File: src/hw/rtl/two_axis_encoder_goto_controller_core_macros.svh
// ----------------------------------------------------------------------------
// Assertion macros for the two-axis encoder goto controller.
// Shared forms for concurrent checks on a single clock with a reset guard.
// ----------------------------------------------------------------------------
`ifndef TWO_AXIS_ENCODER_GOTO_CONTROLLER_CORE_MACROS_SVH
`define TWO_AXIS_ENCODER_GOTO_CONTROLLER_CORE_MACROS_SVH

// The consequent must hold in the same cycle as the antecedent.
`define TAEGC_ASSERT_NOW(label, clk, rst, ante, cons) \
  label: assert property (@(posedge clk) disable iff (rst) (ante) |-> (cons)) \
    else $error("controller check failed");

// The consequent must hold in the cycle after the antecedent.
`define TAEGC_ASSERT_NEXT(label, clk, rst, ante, cons) \
  label: assert property (@(posedge clk) disable iff (rst) (ante) |=> (cons)) \
    else $error("controller check failed");

`endif

File: src/hw/rtl/taegc_pkg.sv
// ----------------------------------------------------------------------------
// taegc_pkg
// Types, codes and constants shared by the two-axis goto controller files.
// ----------------------------------------------------------------------------
package taegc_pkg;

  // Counts per revolution of either axis.
  localparam int unsigned REV_COUNTS  = 1171814;
  localparam int unsigned DUTY_MAX    = (1 << 7) - 1;
  localparam int          DUTY_W      = 7;
  localparam int          COUNT_W     = 32;
  localparam int          POS_W       = 16;
  localparam int          VZERO_W     = 21;
  localparam int          CFG_INDEX_W = 2;
  localparam int          CFG_DATA_W  = 21;

  // Reset values of the configuration registers.
  localparam logic [VZERO_W-1:0] VZERO_RESET     = VZERO_W'(REV_COUNTS / 4);
  localparam logic [DUTY_W-1:0]  GOTO_DUTY_RESET = DUTY_W'(DUTY_MAX);

  // Command codes as they arrive on the input channel.
  typedef enum logic [2:0] {
    MODE_TICK  = 3'd0,
    MODE_MOVE  = 3'd1,
    MODE_GOTO  = 3'd2,
    MODE_ZERO  = 3'd3,
    MODE_QUERY = 3'd4
  } mode_t;

  // Classified operations carried through the queue.
  typedef enum logic [2:0] {
    OP_TICK  = 3'd0,
    OP_MOVE  = 3'd1,
    OP_GOTO  = 3'd2,
    OP_ZERO  = 3'd3,
    OP_QUERY = 3'd4,
    OP_NOP   = 3'd5
  } op_t;

  // Configuration register indexes.
  typedef enum logic [CFG_INDEX_W-1:0] {
    CFG_VZERO     = 2'd0,
    CFG_GOTO_DUTY = 2'd1
  } cfg_index_t;

  // One classified command word.
  typedef struct packed {
    op_t                op;
    logic               axis;
    logic               dir_level;
    logic [COUNT_W-1:0] horiz_value;
    logic [COUNT_W-1:0] vert_value;
    logic [DUTY_W-1:0]  horiz_duty;
    logic [DUTY_W-1:0]  vert_duty;
  } cmd_t;

  // Head of the command queue as seen by the back end.
  typedef struct packed {
    logic valid;
    cmd_t cmd;
  } cmd_slot_t;

  // Bridge pins and duty of one axis.
  typedef struct packed {
    logic              in_a;
    logic              in_b;
    logic [DUTY_W-1:0] duty;
  } bridge_t;

  // Executed command: bridge state plus a snapshot of both counts.
  typedef struct packed {
    bridge_t            horiz;
    bridge_t            vert;
    logic               drive_enable;
    logic               position_valid;
    logic [COUNT_W-1:0] horiz_count;
    logic [COUNT_W-1:0] vert_count;
  } exec_word_t;

  typedef struct packed {
    logic       valid;
    exec_word_t word;
  } exec_slot_t;

endpackage

File: src/hw/rtl/taegc_if.sv
// ----------------------------------------------------------------------------
// taegc_cmd_if / taegc_result_if
// Valid/ready channels for command words and result words.
// ----------------------------------------------------------------------------
interface taegc_cmd_if;
  logic                               valid;
  logic                               ready;
  logic [2:0]                         mode;
  logic                               axis;
  logic                               dir_level;
  logic signed [taegc_pkg::COUNT_W-1:0] horiz_value;
  logic signed [taegc_pkg::COUNT_W-1:0] vert_value;

  modport source (output valid, mode, axis, dir_level, horiz_value, vert_value,
                  input ready);
  modport sink   (input valid, mode, axis, dir_level, horiz_value, vert_value,
                  output ready);
endinterface

interface taegc_result_if;
  logic                            valid;
  logic                            ready;
  logic                            horiz_in_a;
  logic                            horiz_in_b;
  logic [taegc_pkg::DUTY_W-1:0]    horiz_duty;
  logic                            vert_in_a;
  logic                            vert_in_b;
  logic [taegc_pkg::DUTY_W-1:0]    vert_duty;
  logic                            drive_enable;
  logic                            position_valid;
  logic [taegc_pkg::POS_W-1:0]     horiz_position;
  logic [taegc_pkg::POS_W-1:0]     vert_position;

  modport source (output valid, horiz_in_a, horiz_in_b, horiz_duty, vert_in_a,
                         vert_in_b, vert_duty, drive_enable, position_valid,
                         horiz_position, vert_position,
                  input ready);
  modport sink   (input valid, horiz_in_a, horiz_in_b, horiz_duty, vert_in_a,
                        vert_in_b, vert_duty, drive_enable, position_valid,
                        horiz_position, vert_position,
                  output ready);
endinterface

File: src/hw/rtl/taegc_front.sv
// ----------------------------------------------------------------------------
// taegc_front
// Accepts command words, classifies them and works out move duties.
// ----------------------------------------------------------------------------
module taegc_front (
  taegc_cmd_if.sink              cmd,
  input  logic                   full,
  output logic                   push_valid,
  output taegc_pkg::cmd_t        push_word
);

  // Duty for a signed speed: floor(127 * |v| / (2^31 - 1)).
  // 127*m is split as q * 2^31 + r, so the true quotient is q or q + 1.
  function automatic logic [taegc_pkg::DUTY_W-1:0] speed_duty(
    logic [taegc_pkg::COUNT_W-1:0] v
  );
    logic [taegc_pkg::COUNT_W-1:0] mag;
    logic [taegc_pkg::COUNT_W+6:0] prod;
    logic [7:0]                    q;
    logic [taegc_pkg::COUNT_W:0]   sum;
    mag  = v[taegc_pkg::COUNT_W-1] ? (~v + 1'b1) : v;
    prod = {mag, 7'd0} - {7'd0, mag};
    q    = prod[taegc_pkg::COUNT_W+6:taegc_pkg::COUNT_W-1];
    sum  = {25'd0, q} + {2'd0, prod[taegc_pkg::COUNT_W-2:0]};
    if (sum >= {2'd0, {(taegc_pkg::COUNT_W-1){1'b1}}}) begin
      q = q + 8'd1;
    end
    return q[taegc_pkg::DUTY_W-1:0];
  endfunction

  assign cmd.ready  = !full;
  assign push_valid = cmd.valid;

  // Classify the mode and precompute both move duties.
  always_comb begin
    push_word.axis        = cmd.axis;
    push_word.dir_level   = cmd.dir_level;
    push_word.horiz_value = cmd.horiz_value;
    push_word.vert_value  = cmd.vert_value;
    push_word.horiz_duty  = speed_duty(cmd.horiz_value);
    push_word.vert_duty   = speed_duty(cmd.vert_value);
    unique case (taegc_pkg::mode_t'(cmd.mode))
      taegc_pkg::MODE_TICK:  push_word.op = taegc_pkg::OP_TICK;
      taegc_pkg::MODE_MOVE:  push_word.op = taegc_pkg::OP_MOVE;
      taegc_pkg::MODE_GOTO:  push_word.op = taegc_pkg::OP_GOTO;
      taegc_pkg::MODE_ZERO:  push_word.op = taegc_pkg::OP_ZERO;
      taegc_pkg::MODE_QUERY: push_word.op = taegc_pkg::OP_QUERY;
      default:               push_word.op = taegc_pkg::OP_NOP;
    endcase
  end

endmodule

File: src/hw/rtl/taegc_queue.sv
// ----------------------------------------------------------------------------
// taegc_queue
// Two-entry command queue between the front end and the back end.
// ----------------------------------------------------------------------------
module taegc_queue (
  input  logic                 clk,
  input  logic                 rst,
  input  logic                 push_valid,
  input  taegc_pkg::cmd_t      push_word,
  output logic                 full,
  output taegc_pkg::cmd_slot_t head,
  input  logic                 pop
);

  localparam int DEPTH  = 2;
  localparam int PTR_W  = $clog2(DEPTH);
  localparam int FILL_W = $clog2(DEPTH + 1);

  taegc_pkg::cmd_t   slots [DEPTH];
  logic [PTR_W-1:0]  wr_ptr;
  logic [PTR_W-1:0]  rd_ptr;
  logic [FILL_W-1:0] fill;
  logic              push;
  logic              pull;

  assign full       = (fill == FILL_W'(DEPTH));
  assign push       = push_valid && !full;
  assign pull       = pop && (fill != '0);
  assign head.valid = (fill != '0);
  assign head.cmd   = slots[rd_ptr];

  // Pointer and fill bookkeeping.
  always_ff @(posedge clk) begin
    if (rst) begin
      wr_ptr <= '0;
      rd_ptr <= '0;
      fill   <= '0;
    end else begin
      if (push) begin
        wr_ptr <= PTR_W'(wr_ptr + 1'b1);
      end
      if (pull) begin
        rd_ptr <= PTR_W'(rd_ptr + 1'b1);
      end
      if (push && !pull) begin
        fill <= FILL_W'(fill + 1'b1);
      end else if (pull && !push) begin
        fill <= FILL_W'(fill - 1'b1);
      end
    end
  end

  // Storage.
  always_ff @(posedge clk) begin
    if (push) begin
      slots[wr_ptr] <= push_word;
    end
  end

endmodule

File: src/hw/rtl/taegc_exec.sv
// ----------------------------------------------------------------------------
// taegc_exec
// Back end: holds counts, targets and bridge state and applies commands.
// ----------------------------------------------------------------------------
module taegc_exec (
  input  logic                               clk,
  input  logic                               rst,
  input  taegc_pkg::cmd_slot_t               head,
  output logic                               pop,
  input  logic [taegc_pkg::VZERO_W-1:0]      vzero,
  input  logic [taegc_pkg::DUTY_W-1:0]       goto_duty,
  output taegc_pkg::exec_slot_t              stage,
  input  logic                               stage_ready
);

  logic [taegc_pkg::COUNT_W-1:0] hcount, hcount_next;
  logic [taegc_pkg::COUNT_W-1:0] vcount, vcount_next;
  logic [taegc_pkg::COUNT_W-1:0] htarget, htarget_next;
  logic [taegc_pkg::COUNT_W-1:0] vtarget, vtarget_next;
  logic                          hactive, hactive_next;
  logic                          vactive, vactive_next;
  taegc_pkg::bridge_t            hbridge, hbridge_next;
  taegc_pkg::bridge_t            vbridge, vbridge_next;
  logic                          drive_en, drive_en_next;
  logic                          load;
  taegc_pkg::cmd_t               c;

  assign load = !stage.valid || stage_ready;
  assign pop  = head.valid && load;
  assign c    = head.cmd;

  // Next state for the command at the head of the queue.
  always_comb begin
    hcount_next   = hcount;
    vcount_next   = vcount;
    htarget_next  = htarget;
    vtarget_next  = vtarget;
    hactive_next  = hactive;
    vactive_next  = vactive;
    hbridge_next  = hbridge;
    vbridge_next  = vbridge;
    drive_en_next = drive_en;
    if (pop) begin
      unique case (c.op)
        taegc_pkg::OP_TICK: begin
          if (c.axis) begin
            vcount_next = c.dir_level ? vcount + 1'b1 : vcount - 1'b1;
            if (vactive && (vcount_next == vtarget)) begin
              vbridge_next  = '0;
              vactive_next  = 1'b0;
              drive_en_next = 1'b1;
            end
          end else begin
            hcount_next = c.dir_level ? hcount - 1'b1 : hcount + 1'b1;
            if (hactive && (hcount_next == htarget)) begin
              hbridge_next  = '0;
              hactive_next  = 1'b0;
              drive_en_next = 1'b1;
            end
          end
        end
        taegc_pkg::OP_MOVE: begin
          hbridge_next.in_a = c.horiz_value[taegc_pkg::COUNT_W-1];
          hbridge_next.in_b = !c.horiz_value[taegc_pkg::COUNT_W-1];
          hbridge_next.duty = c.horiz_duty;
          vbridge_next.in_a = c.vert_value[taegc_pkg::COUNT_W-1];
          vbridge_next.in_b = !c.vert_value[taegc_pkg::COUNT_W-1];
          vbridge_next.duty = c.vert_duty;
          if (c.horiz_duty == '0) begin
            hactive_next = 1'b0;
          end
          if (c.vert_duty == '0) begin
            vactive_next = 1'b0;
          end
          drive_en_next = 1'b1;
        end
        taegc_pkg::OP_GOTO: begin
          htarget_next = c.horiz_value;
          vtarget_next = c.vert_value;
          hactive_next = 1'b1;
          vactive_next = 1'b1;
          // Horizontal drives with its direction inverted.
          if ($signed(c.horiz_value) != $signed(hcount)) begin
            if ($signed(c.horiz_value) > $signed(hcount)) begin
              hbridge_next.in_a = 1'b1;
              hbridge_next.in_b = 1'b0;
            end else begin
              hbridge_next.in_a = 1'b0;
              hbridge_next.in_b = 1'b1;
            end
            hbridge_next.duty = goto_duty;
            drive_en_next     = 1'b1;
            if (goto_duty == '0) begin
              hactive_next = 1'b0;
            end
          end
          if ($signed(c.vert_value) != $signed(vcount)) begin
            if ($signed(c.vert_value) > $signed(vcount)) begin
              vbridge_next.in_a = 1'b0;
              vbridge_next.in_b = 1'b1;
            end else begin
              vbridge_next.in_a = 1'b1;
              vbridge_next.in_b = 1'b0;
            end
            vbridge_next.duty = goto_duty;
            drive_en_next     = 1'b1;
            if (goto_duty == '0) begin
              vactive_next = 1'b0;
            end
          end
        end
        taegc_pkg::OP_ZERO: begin
          hcount_next = '0;
          vcount_next = taegc_pkg::COUNT_W'(vzero);
        end
        taegc_pkg::OP_QUERY: begin
        end
        taegc_pkg::OP_NOP: begin
        end
        default: begin
        end
      endcase
    end
  end

  // Axis state registers.
  always_ff @(posedge clk) begin
    if (rst) begin
      hcount   <= '0;
      vcount   <= '0;
      htarget  <= '0;
      vtarget  <= '0;
      hactive  <= 1'b1;
      vactive  <= 1'b1;
      hbridge  <= '0;
      vbridge  <= '0;
      drive_en <= 1'b0;
    end else begin
      hcount   <= hcount_next;
      vcount   <= vcount_next;
      htarget  <= htarget_next;
      vtarget  <= vtarget_next;
      hactive  <= hactive_next;
      vactive  <= vactive_next;
      hbridge  <= hbridge_next;
      vbridge  <= vbridge_next;
      drive_en <= drive_en_next;
    end
  end

  // Executed word register toward the position scaler.
  always_ff @(posedge clk) begin
    if (rst) begin
      stage.valid <= 1'b0;
    end else if (load) begin
      stage.valid <= head.valid;
    end
  end

  always_ff @(posedge clk) begin
    if (load) begin
      stage.word.horiz          <= hbridge_next;
      stage.word.vert           <= vbridge_next;
      stage.word.drive_enable   <= drive_en_next;
      stage.word.position_valid <= (c.op == taegc_pkg::OP_QUERY);
      stage.word.horiz_count    <= hcount_next;
      stage.word.vert_count     <= vcount_next;
    end
  end

endmodule

File: src/hw/rtl/taegc_scale.sv
// ----------------------------------------------------------------------------
// taegc_scale
// Scales both count snapshots to 16-bit revolution fractions and drives
// the result channel from its output register.
// ----------------------------------------------------------------------------
module taegc_scale (
  input  logic                   clk,
  input  logic                   rst,
  input  taegc_pkg::exec_slot_t  stage,
  output logic                   stage_ready,
  taegc_result_if.source         result
);

  // q = floor(c * 65535 / REV) for 0 < c < REV is first estimated with a
  // reciprocal (low by at most one), then corrected from the remainder.
  localparam int C_W = $clog2(taegc_pkg::REV_COUNTS);
  localparam int P_W = C_W + taegc_pkg::POS_W;
  localparam logic [16:0] SCALE_RECIP =
    17'((64'd65535 << C_W) / 64'(taegc_pkg::REV_COUNTS));
  localparam logic [C_W-1:0] REV_K = C_W'(taegc_pkg::REV_COUNTS);

  typedef struct packed {
    logic                          zero;
    logic                          sat;
    logic [C_W-1:0]                c;
    logic [taegc_pkg::POS_W-1:0]   q;
  } lane_t;

  logic                          a_valid, b_valid, o_valid;
  logic                          a_load, b_load, o_load;
  taegc_pkg::exec_word_t         a_word, b_word, o_word;
  lane_t                         a_lane_d [2];
  lane_t                         a_lane [2];
  lane_t                         b_lane [2];
  logic [P_W-1:0]                b_prod_d [2];
  logic [P_W-1:0]                b_prod [2];
  logic [taegc_pkg::POS_W-1:0]   o_pos_d [2];
  logic [taegc_pkg::POS_W-1:0]   o_pos [2];
  logic [taegc_pkg::COUNT_W-1:0] counts [2];
  logic [C_W+16:0]               est [2];
  logic [P_W-1:0]                x [2];
  logic [P_W-1:0]                rem [2];

  assign o_load      = !o_valid || result.ready;
  assign b_load      = !b_valid || o_load;
  assign a_load      = !a_valid || b_load;
  assign stage_ready = a_load;

  assign counts[0] = stage.word.horiz_count;
  assign counts[1] = stage.word.vert_count;

  // Range flags and reciprocal estimate.
  always_comb begin
    for (int i = 0; i < 2; i++) begin
      a_lane_d[i].zero = counts[i][taegc_pkg::COUNT_W-1] || (counts[i] == '0);
      a_lane_d[i].sat  = (counts[i] >= taegc_pkg::COUNT_W'(taegc_pkg::REV_COUNTS));
      a_lane_d[i].c    = counts[i][C_W-1:0];
      est[i]           = (C_W+17)'(counts[i][C_W-1:0]) * (C_W+17)'(SCALE_RECIP);
      a_lane_d[i].q    = est[i][C_W+taegc_pkg::POS_W-1:C_W];
    end
  end

  // Estimate times the divisor.
  always_comb begin
    for (int i = 0; i < 2; i++) begin
      b_prod_d[i] = P_W'(a_lane[i].q) * P_W'(REV_K);
    end
  end

  // Remainder correction, saturation and query gating.
  always_comb begin
    for (int i = 0; i < 2; i++) begin
      x[i]   = {b_lane[i].c, {taegc_pkg::POS_W{1'b0}}} - P_W'(b_lane[i].c);
      rem[i] = x[i] - b_prod[i];
      if (!b_word.position_valid || b_lane[i].zero) begin
        o_pos_d[i] = '0;
      end else if (b_lane[i].sat) begin
        o_pos_d[i] = '1;
      end else if (rem[i] >= P_W'(REV_K)) begin
        o_pos_d[i] = b_lane[i].q + 1'b1;
      end else begin
        o_pos_d[i] = b_lane[i].q;
      end
    end
  end

  // Stage valid bits.
  always_ff @(posedge clk) begin
    if (rst) begin
      a_valid <= 1'b0;
      b_valid <= 1'b0;
      o_valid <= 1'b0;
    end else begin
      if (a_load) begin
        a_valid <= stage.valid;
      end
      if (b_load) begin
        b_valid <= a_valid;
      end
      if (o_load) begin
        o_valid <= b_valid;
      end
    end
  end

  // Stage payloads.
  always_ff @(posedge clk) begin
    if (a_load) begin
      a_word <= stage.word;
      a_lane <= a_lane_d;
    end
    if (b_load) begin
      b_word <= a_word;
      b_lane <= a_lane;
      b_prod <= b_prod_d;
    end
    if (o_load) begin
      o_word <= b_word;
      o_pos  <= o_pos_d;
    end
  end

  assign result.valid          = o_valid;
  assign result.horiz_in_a     = o_word.horiz.in_a;
  assign result.horiz_in_b     = o_word.horiz.in_b;
  assign result.horiz_duty     = o_word.horiz.duty;
  assign result.vert_in_a      = o_word.vert.in_a;
  assign result.vert_in_b      = o_word.vert.in_b;
  assign result.vert_duty      = o_word.vert.duty;
  assign result.drive_enable   = o_word.drive_enable;
  assign result.position_valid = o_word.position_valid;
  assign result.horiz_position = o_pos[0];
  assign result.vert_position  = o_pos[1];

endmodule

File: src/hw/rtl/two_axis_encoder_goto_controller_core.sv
// ----------------------------------------------------------------------------
// two_axis_encoder_goto_controller_core
// Two-axis mount controller: encoder counting, move, goto and position query.
// ----------------------------------------------------------------------------
//
//   channel   kind           words
//   -------   ------------   -----------------------------------------------
//   cmd       valid/ready    mode, axis, dir_level, horiz_value, vert_value
//   result    valid/ready    bridge pins and duties, enable, positions
//   cfg_*     write only     vertical_zero_position, goto_duty
//
// One command word is taken per cycle while cmd.ready is high, and each gives
// one result word. Before result valid, it passes the queue, the execute
// register, then the two multiplier stages and the output register of the scaler.
// Reset is synchronous; both targets come up active at zero, all pins low.
// A stalled result holds the scaler and the execute stage; the two-entry
// queue then absorbs words until it is full and cmd.ready drops.
// ----------------------------------------------------------------------------
`include "two_axis_encoder_goto_controller_core_macros.svh"

module two_axis_encoder_goto_controller_core (
  input  logic                                clk,
  input  logic                                rst,
  taegc_cmd_if.sink                           cmd,
  taegc_result_if.source                      result,
  input  logic                                cfg_we,
  input  logic [taegc_pkg::CFG_INDEX_W-1:0]   cfg_index,
  input  logic [taegc_pkg::CFG_DATA_W-1:0]    cfg_data
);

  logic [taegc_pkg::VZERO_W-1:0] vzero;
  logic [taegc_pkg::DUTY_W-1:0]  goto_duty;
  logic                          push_valid;
  taegc_pkg::cmd_t               push_word;
  logic                          full;
  taegc_pkg::cmd_slot_t          head;
  logic                          pop;
  taegc_pkg::exec_slot_t         stage;
  logic                          stage_ready;

  // Configuration registers.
  always_ff @(posedge clk) begin
    if (rst) begin
      vzero     <= taegc_pkg::VZERO_RESET;
      goto_duty <= taegc_pkg::GOTO_DUTY_RESET;
    end else if (cfg_we) begin
      unique case (cfg_index)
        taegc_pkg::CFG_VZERO:     vzero     <= cfg_data[taegc_pkg::VZERO_W-1:0];
        taegc_pkg::CFG_GOTO_DUTY: goto_duty <= cfg_data[taegc_pkg::DUTY_W-1:0];
        default: begin
        end
      endcase
    end
  end

  taegc_front u_front (
    .cmd        (cmd),
    .full       (full),
    .push_valid (push_valid),
    .push_word  (push_word)
  );

  taegc_queue u_queue (
    .clk        (clk),
    .rst        (rst),
    .push_valid (push_valid),
    .push_word  (push_word),
    .full       (full),
    .head       (head),
    .pop        (pop)
  );

  taegc_exec u_exec (
    .clk         (clk),
    .rst         (rst),
    .head        (head),
    .pop         (pop),
    .vzero       (vzero),
    .goto_duty   (goto_duty),
    .stage       (stage),
    .stage_ready (stage_ready)
  );

  taegc_scale u_scale (
    .clk         (clk),
    .rst         (rst),
    .stage       (stage),
    .stage_ready (stage_ready),
    .result      (result)
  );

  // A bridge never drives both inputs high.
  `TAEGC_ASSERT_NOW(a_bridge_legal, clk, rst, result.valid,
    !(result.horiz_in_a && result.horiz_in_b) && !(result.vert_in_a && result.vert_in_b))
  // Positions read zero on every word that does not answer a query.
  `TAEGC_ASSERT_NOW(a_pos_gated, clk, rst, result.valid && !result.position_valid,
    (result.horiz_position == '0) && (result.vert_position == '0))
  // Once the motors are enabled, no later word shows them disabled.
  `TAEGC_ASSERT_NEXT(a_enable_sticky, clk, rst, result.valid && result.drive_enable,
    !result.valid || result.drive_enable)
  // The back end only pops a queue that holds a word.
  `TAEGC_ASSERT_NOW(a_pop_nonempty, clk, rst, pop, head.valid)

endmodule
File: src/flat_wrapper.sv
// flat-port wrapper written by rule: the top's interface ports become plain ports
module two_axis_encoder_goto_controller_core_flat 
  (clk, rst, cfg_we, cfg_index, cfg_data, cmd_valid, cmd_mode, cmd_axis, cmd_dir_level, cmd_horiz_value, cmd_vert_value, cmd_ready, result_valid, result_horiz_in_a, result_horiz_in_b, result_horiz_duty, result_vert_in_a, result_vert_in_b, result_vert_duty, result_drive_enable, result_position_valid, result_horiz_position, result_vert_position, result_ready);
  taegc_cmd_if cmd_i ();
  taegc_result_if result_i ();
  input  logic clk;
  input  logic rst;
  input  logic cfg_we;
  input  logic [taegc_pkg::CFG_INDEX_W-1:0] cfg_index;
  input  logic [taegc_pkg::CFG_DATA_W-1:0] cfg_data;
  input wire logic [$bits(cmd_i.valid)-1:0] cmd_valid;
  input wire logic [$bits(cmd_i.mode)-1:0] cmd_mode;
  input wire logic [$bits(cmd_i.axis)-1:0] cmd_axis;
  input wire logic [$bits(cmd_i.dir_level)-1:0] cmd_dir_level;
  input wire logic [$bits(cmd_i.horiz_value)-1:0] cmd_horiz_value;
  input wire logic [$bits(cmd_i.vert_value)-1:0] cmd_vert_value;
  output wire logic [$bits(cmd_i.ready)-1:0] cmd_ready;
  output wire logic [$bits(result_i.valid)-1:0] result_valid;
  output wire logic [$bits(result_i.horiz_in_a)-1:0] result_horiz_in_a;
  output wire logic [$bits(result_i.horiz_in_b)-1:0] result_horiz_in_b;
  output wire logic [$bits(result_i.horiz_duty)-1:0] result_horiz_duty;
  output wire logic [$bits(result_i.vert_in_a)-1:0] result_vert_in_a;
  output wire logic [$bits(result_i.vert_in_b)-1:0] result_vert_in_b;
  output wire logic [$bits(result_i.vert_duty)-1:0] result_vert_duty;
  output wire logic [$bits(result_i.drive_enable)-1:0] result_drive_enable;
  output wire logic [$bits(result_i.position_valid)-1:0] result_position_valid;
  output wire logic [$bits(result_i.horiz_position)-1:0] result_horiz_position;
  output wire logic [$bits(result_i.vert_position)-1:0] result_vert_position;
  input wire logic [$bits(result_i.ready)-1:0] result_ready;
  assign cmd_i.valid = cmd_valid;
  assign cmd_i.mode = cmd_mode;
  assign cmd_i.axis = cmd_axis;
  assign cmd_i.dir_level = cmd_dir_level;
  assign cmd_i.horiz_value = cmd_horiz_value;
  assign cmd_i.vert_value = cmd_vert_value;
  assign cmd_ready = cmd_i.ready;
  assign result_valid = result_i.valid;
  assign result_horiz_in_a = result_i.horiz_in_a;
  assign result_horiz_in_b = result_i.horiz_in_b;
  assign result_horiz_duty = result_i.horiz_duty;
  assign result_vert_in_a = result_i.vert_in_a;
  assign result_vert_in_b = result_i.vert_in_b;
  assign result_vert_duty = result_i.vert_duty;
  assign result_drive_enable = result_i.drive_enable;
  assign result_position_valid = result_i.position_valid;
  assign result_horiz_position = result_i.horiz_position;
  assign result_vert_position = result_i.vert_position;
  assign result_i.ready = result_ready;
  two_axis_encoder_goto_controller_core u_core (.clk(clk), .rst(rst), .cmd(cmd_i), .result(result_i), .cfg_we(cfg_we), .cfg_index(cfg_index), .cfg_data(cfg_data));
endmodule
File: config.mk
export PLATFORM = sky130hd
export DESIGN_NAME = two_axis_encoder_goto_controller_core_flat
export DESIGN_NICKNAME = d
export VERILOG_FILES = /design/src/hw/rtl/taegc_pkg.sv /design/src/hw/rtl/taegc_if.sv /design/src/hw/rtl/taegc_front.sv /design/src/hw/rtl/taegc_queue.sv /design/src/hw/rtl/taegc_exec.sv /design/src/hw/rtl/taegc_scale.sv /design/src/hw/rtl/two_axis_encoder_goto_controller_core.sv /design/src/flat_wrapper.sv
export VERILOG_INCLUDE_DIRS = /design/src /design/src/hw/rtl
export SDC_FILE = /design/constraint.sdc
export NUM_CORES = 2
export LEC_CHECK = 0
export BUFFER_PORTS_ARGS = -buffer_cell sky130_fd_sc_hd__buf_4
export CAP_MARGIN = 30
export CORE_MARGIN = 2
export CORE_UTILIZATION = 59
export DETAILED_ROUTE_END_ITERATION = 10
export GPL_TIMING_DRIVEN = 0
export MAX_ROUTING_LAYER = met4
export PLACE_DENSITY = 0.81
export SKIP_LAST_GASP = 1
export SYNTH_ARGS = -nofsm -noshare
export SYNTH_HDL_FRONTEND = slang
export SYNTH_SLANG_ARGS = --single-unit
File: constraint.sdc
create_clock -name clk -period 8.8 [get_ports clk]
set_input_delay 0.88 -clock clk [delete_from_list [all_inputs] [get_ports clk]]
set_output_delay 0.88 -clock clk [all_outputs]
set_load 0.005 [all_outputs]
==> reports/qor.txt <==
Status: completed
CTS buffer count: 80
FMAX: 117 MHz
Routed Antenna Nets: 0
Crit-path slowest cell: or4_4
Clock transition at path regs: 60 ps
Clock Root Buffer: clkbuf_16
First-pass GRT wire length: 262 mm
FF+latch area: 20800 um2
Chip width: 336 um
Synthesized cell area: 65200 um2
Final cycle utilization of the critical path: 97.5%
Worst Hold Endpoint: u_core.u_queue.slots[0][66]
P&R area growth vs syn: 9.85%
Most frequent cell after synthesis: ha_1
Hold_buf cts: 0
Largest delay share family, worst path: compound AO/OA/AOI/OAI gates
Crit end category: flop
Clk_skew: 56.7 ps
YS warnings: 0
VDD IR max: 229 uV
Design area: 71600 um2
CTS sink cnt: 754
Pwr/cell area: 300 nW/um2
Hold path cells: 1
Async set-reset flop share out of synthesis: 0%
Worst Hold Launch: cmd_horiz_value[20]
Total GRT Usage: 30.3%
GP Congestion: 0.980
CORE AREA: 109000 um2
Via density: 6.05
Critical path startpoint category: primary input
Cell taking the most area after synthesis: edfxtp_1
GRT Residual Overflow: 0
CP bufs+invs: 5
Syn Inst Count: 6164
TritonRoute pass-1 iters: 6
Worst Path Max Fanout: 9
Number of synthesized flops with an enable pin: 568
Max incr delay on CP: 550 ps
Initial antenna violation count: 4
CP Data Required Time: 9270 ps
Yosys cell types: 114
Clock Latency Late Sink: 680 ps
Primary FF master, synth: edfxtp_1
Die height: 336 um
Per-cell routed wire length: 20.8 um
Ports: 151
Vias in the first global route: 48900
Final-report max-slew violation count: 0
Sequential area share after synthesis: 31.9%
DIE AREA: 113000 um2
Placed Cells: 7801
Synth Area per Inst: 10.6 um2
Max-Cap Viols: 0
Number of port buffers: 149
Register bit total from synthesis: 754
Top cells by count, synth: 979 x ha_1, 746 x inv_1, 568 x edfxtp_1, 374 x fa_1, 320 x nor2_1
Worst-margin pin slew: 1070 ps
Final net count: 7863
Critical Path AT: 9050 ps
Total wire length: 165 mm
Crit path time final: 8580 ps
Area after DPL: 68500 um2
Worst r2r path cells: 22
Worst hold path class: primary input to flop
Routed vias: 48200
Post-synthesis net count: 7614
DR iter-0 viols: 4016
LEAKAGE: 34.1 nW
HPWL after DPL: 129 mm
Clk buf depth: 3
Top post-synthesis cells by area: edfxtp_1 26%, ha_1 19%, fa_1 11%, dfxtp_1 5.7%, inv_1 4.3%
Final Util: 65.5%
# setup viols final: 0
TritonCTS clock tree: yes
Multi-input gate area: 41400 um2
Fill cells: 8264
Worst slew margin: 28.5%
Power, Total: 21.5 mW
Starting Density: 59.7%
Ratio of cells with drive above 1 in the final layout: 8.07%
Drc violations: 0
Fin. Hold Viols: 0
Post-route non-filler standard cell count: 7959
Synth top area share: 26.2%
Row cnt: 121
Flop2flop setup slack: 740 ps
Reg2reg end: u_core.u_scale.result.vert_position[12]
H-tree levels: 3
Crit Path Class: primary input to flop
RR Startpoint: u_core.u_scale.b_lane[0]
Largest net degree at the start of global routing: 74
worst max-delay path by stage:
| stage | depth (start not counted) | from | to |
|---|---|---|---|
| finish | 34 | cmd_vert_value[0] | u_core.u_queue.slots[1][6] |
| global route | 30 | cmd_vert_value[0] | u_core.u_queue.slots[1][6] |
| CTS | 36 | cmd_horiz_value[2] | u_core.u_queue.slots[1][11] |
| detailed placement | 35 | cmd_horiz_value[31] | u_core.u_queue.slots[1][9] |
| global placement | 23 | flop | u_core.u_exec.stage[72] |
| floorplan | 33 | cmd_vert_value[2] | u_core.u_queue.slots[0][6] |
power by group:
| part | internal [mW] | total, mW | switching, mW |
|---|---|---|---|
| clock | 2.12 | 3.62 | 1.50 |
| combinational | 5.32 | 12.5 | 7.21 |
| sequential | 4.73 | 5.32 | 0.584 |
| total | 12.2 | 21.5 | 9.29 |
layer usage:
metal / vias to the layer above / routed length (um) / global-route usage, %
met5: - / 0 / -
met1: 23300 / 68100 / 38.0
met3: 438 / 11600 / 4.56
met2: 1809 / 78600 / 49.3
li1: 22600 / - / -
met4: 0 / 7140 / 12.1
state kept, by name, summed over array words and instances (netlist names), 20 cells and up, named ones only:
name                   cells
u_core.vzero              21
u_core.u_exec.vtarget     32
u_core.u_exec.hcount      32
u_core.u_exec.vcount      32
u_core.u_queue.slots     166
u_core.u_exec.stage       85
u_core.u_scale.a_word     20
u_core.u_exec.htarget     32
u_core.u_scale.b_prod     70
u_core.u_scale.b_word     20
u_core.u_scale.b_lane     78
u_core.u_scale.a_lane     78
worst register-to-register path, delay by kind of cell (launching register included):
family | cells | cell delay (ps)
AO/OA/AOI/OAI | 11 | 3640
adder cells (fa/ha/maj) | 3 | 1010
buffers and inverters | 1 | 40
flip-flops | 1 | 550
multiplexers | 1 | 330
AND/OR/NAND/NOR | 6 | 2190
final cells by class:
type | count | share of cell area (%)
Clock inverter | 44 | 0.854
Sequential cell | 754 | 29.0
Timing Repair Buffer | 169 | 2.05
Inverter | 749 | 3.93
Antenna cell | 4 | 0.0140
Multi-Input combinational cell | 4533 | 57.8
Clock buffer | 104 | 3.08
Buffer | 126 | 0.695
Tap cell | 1476 | 2.58
per-stage QoR:
step                setup WS, ps  hold WS [ps]  TNS (ps)
finish                       222           416         0
global route               -42.3           398      -450
CTS                         14.2           390         0
detailed placement         -1770           405    -42190
global placement           -2210           401   -128900
floorplan                    480           400         0
cell families after synthesis:
logic type | count (synthesis) | synth area share, %
fa+ha+maj | 1358 | 30.3
xor+xnor | 405 | 5.99
simple gates | 1421 | 11.4
compound gates | 1157 | 12.2
mux | 192 | 3.09
buf+inv | 877 | 5.08
flops | 754 | 31.9
repair_timing:
action,in CTS,in global routing
endpoints found under the setup margin,28,28
pin swaps,1,8
setup buffers,0,8
gates resized for setup,19,29
cell usage in the layout, fill, tap and decap left out, types with 68 or more instances in the layout:
cell type,count
clkbuf_16,83
edfxtp_1,568
a21o_1,103
nor3_1,129
inv_1,743
nor2b_1,132
buf_4,157
ha_1,978
xor2_1,116
mux2i_1,117
o21ai_0,189
a22o_1,68
xnor2_1,252
fa_1,374
nand2_1,273
nand3_1,92
nor2_1,318
mux2_2,74
clkbuf_1,117
dfxtp_1,186
a21oi_1,278
Power figures use the tool's default switching activity.
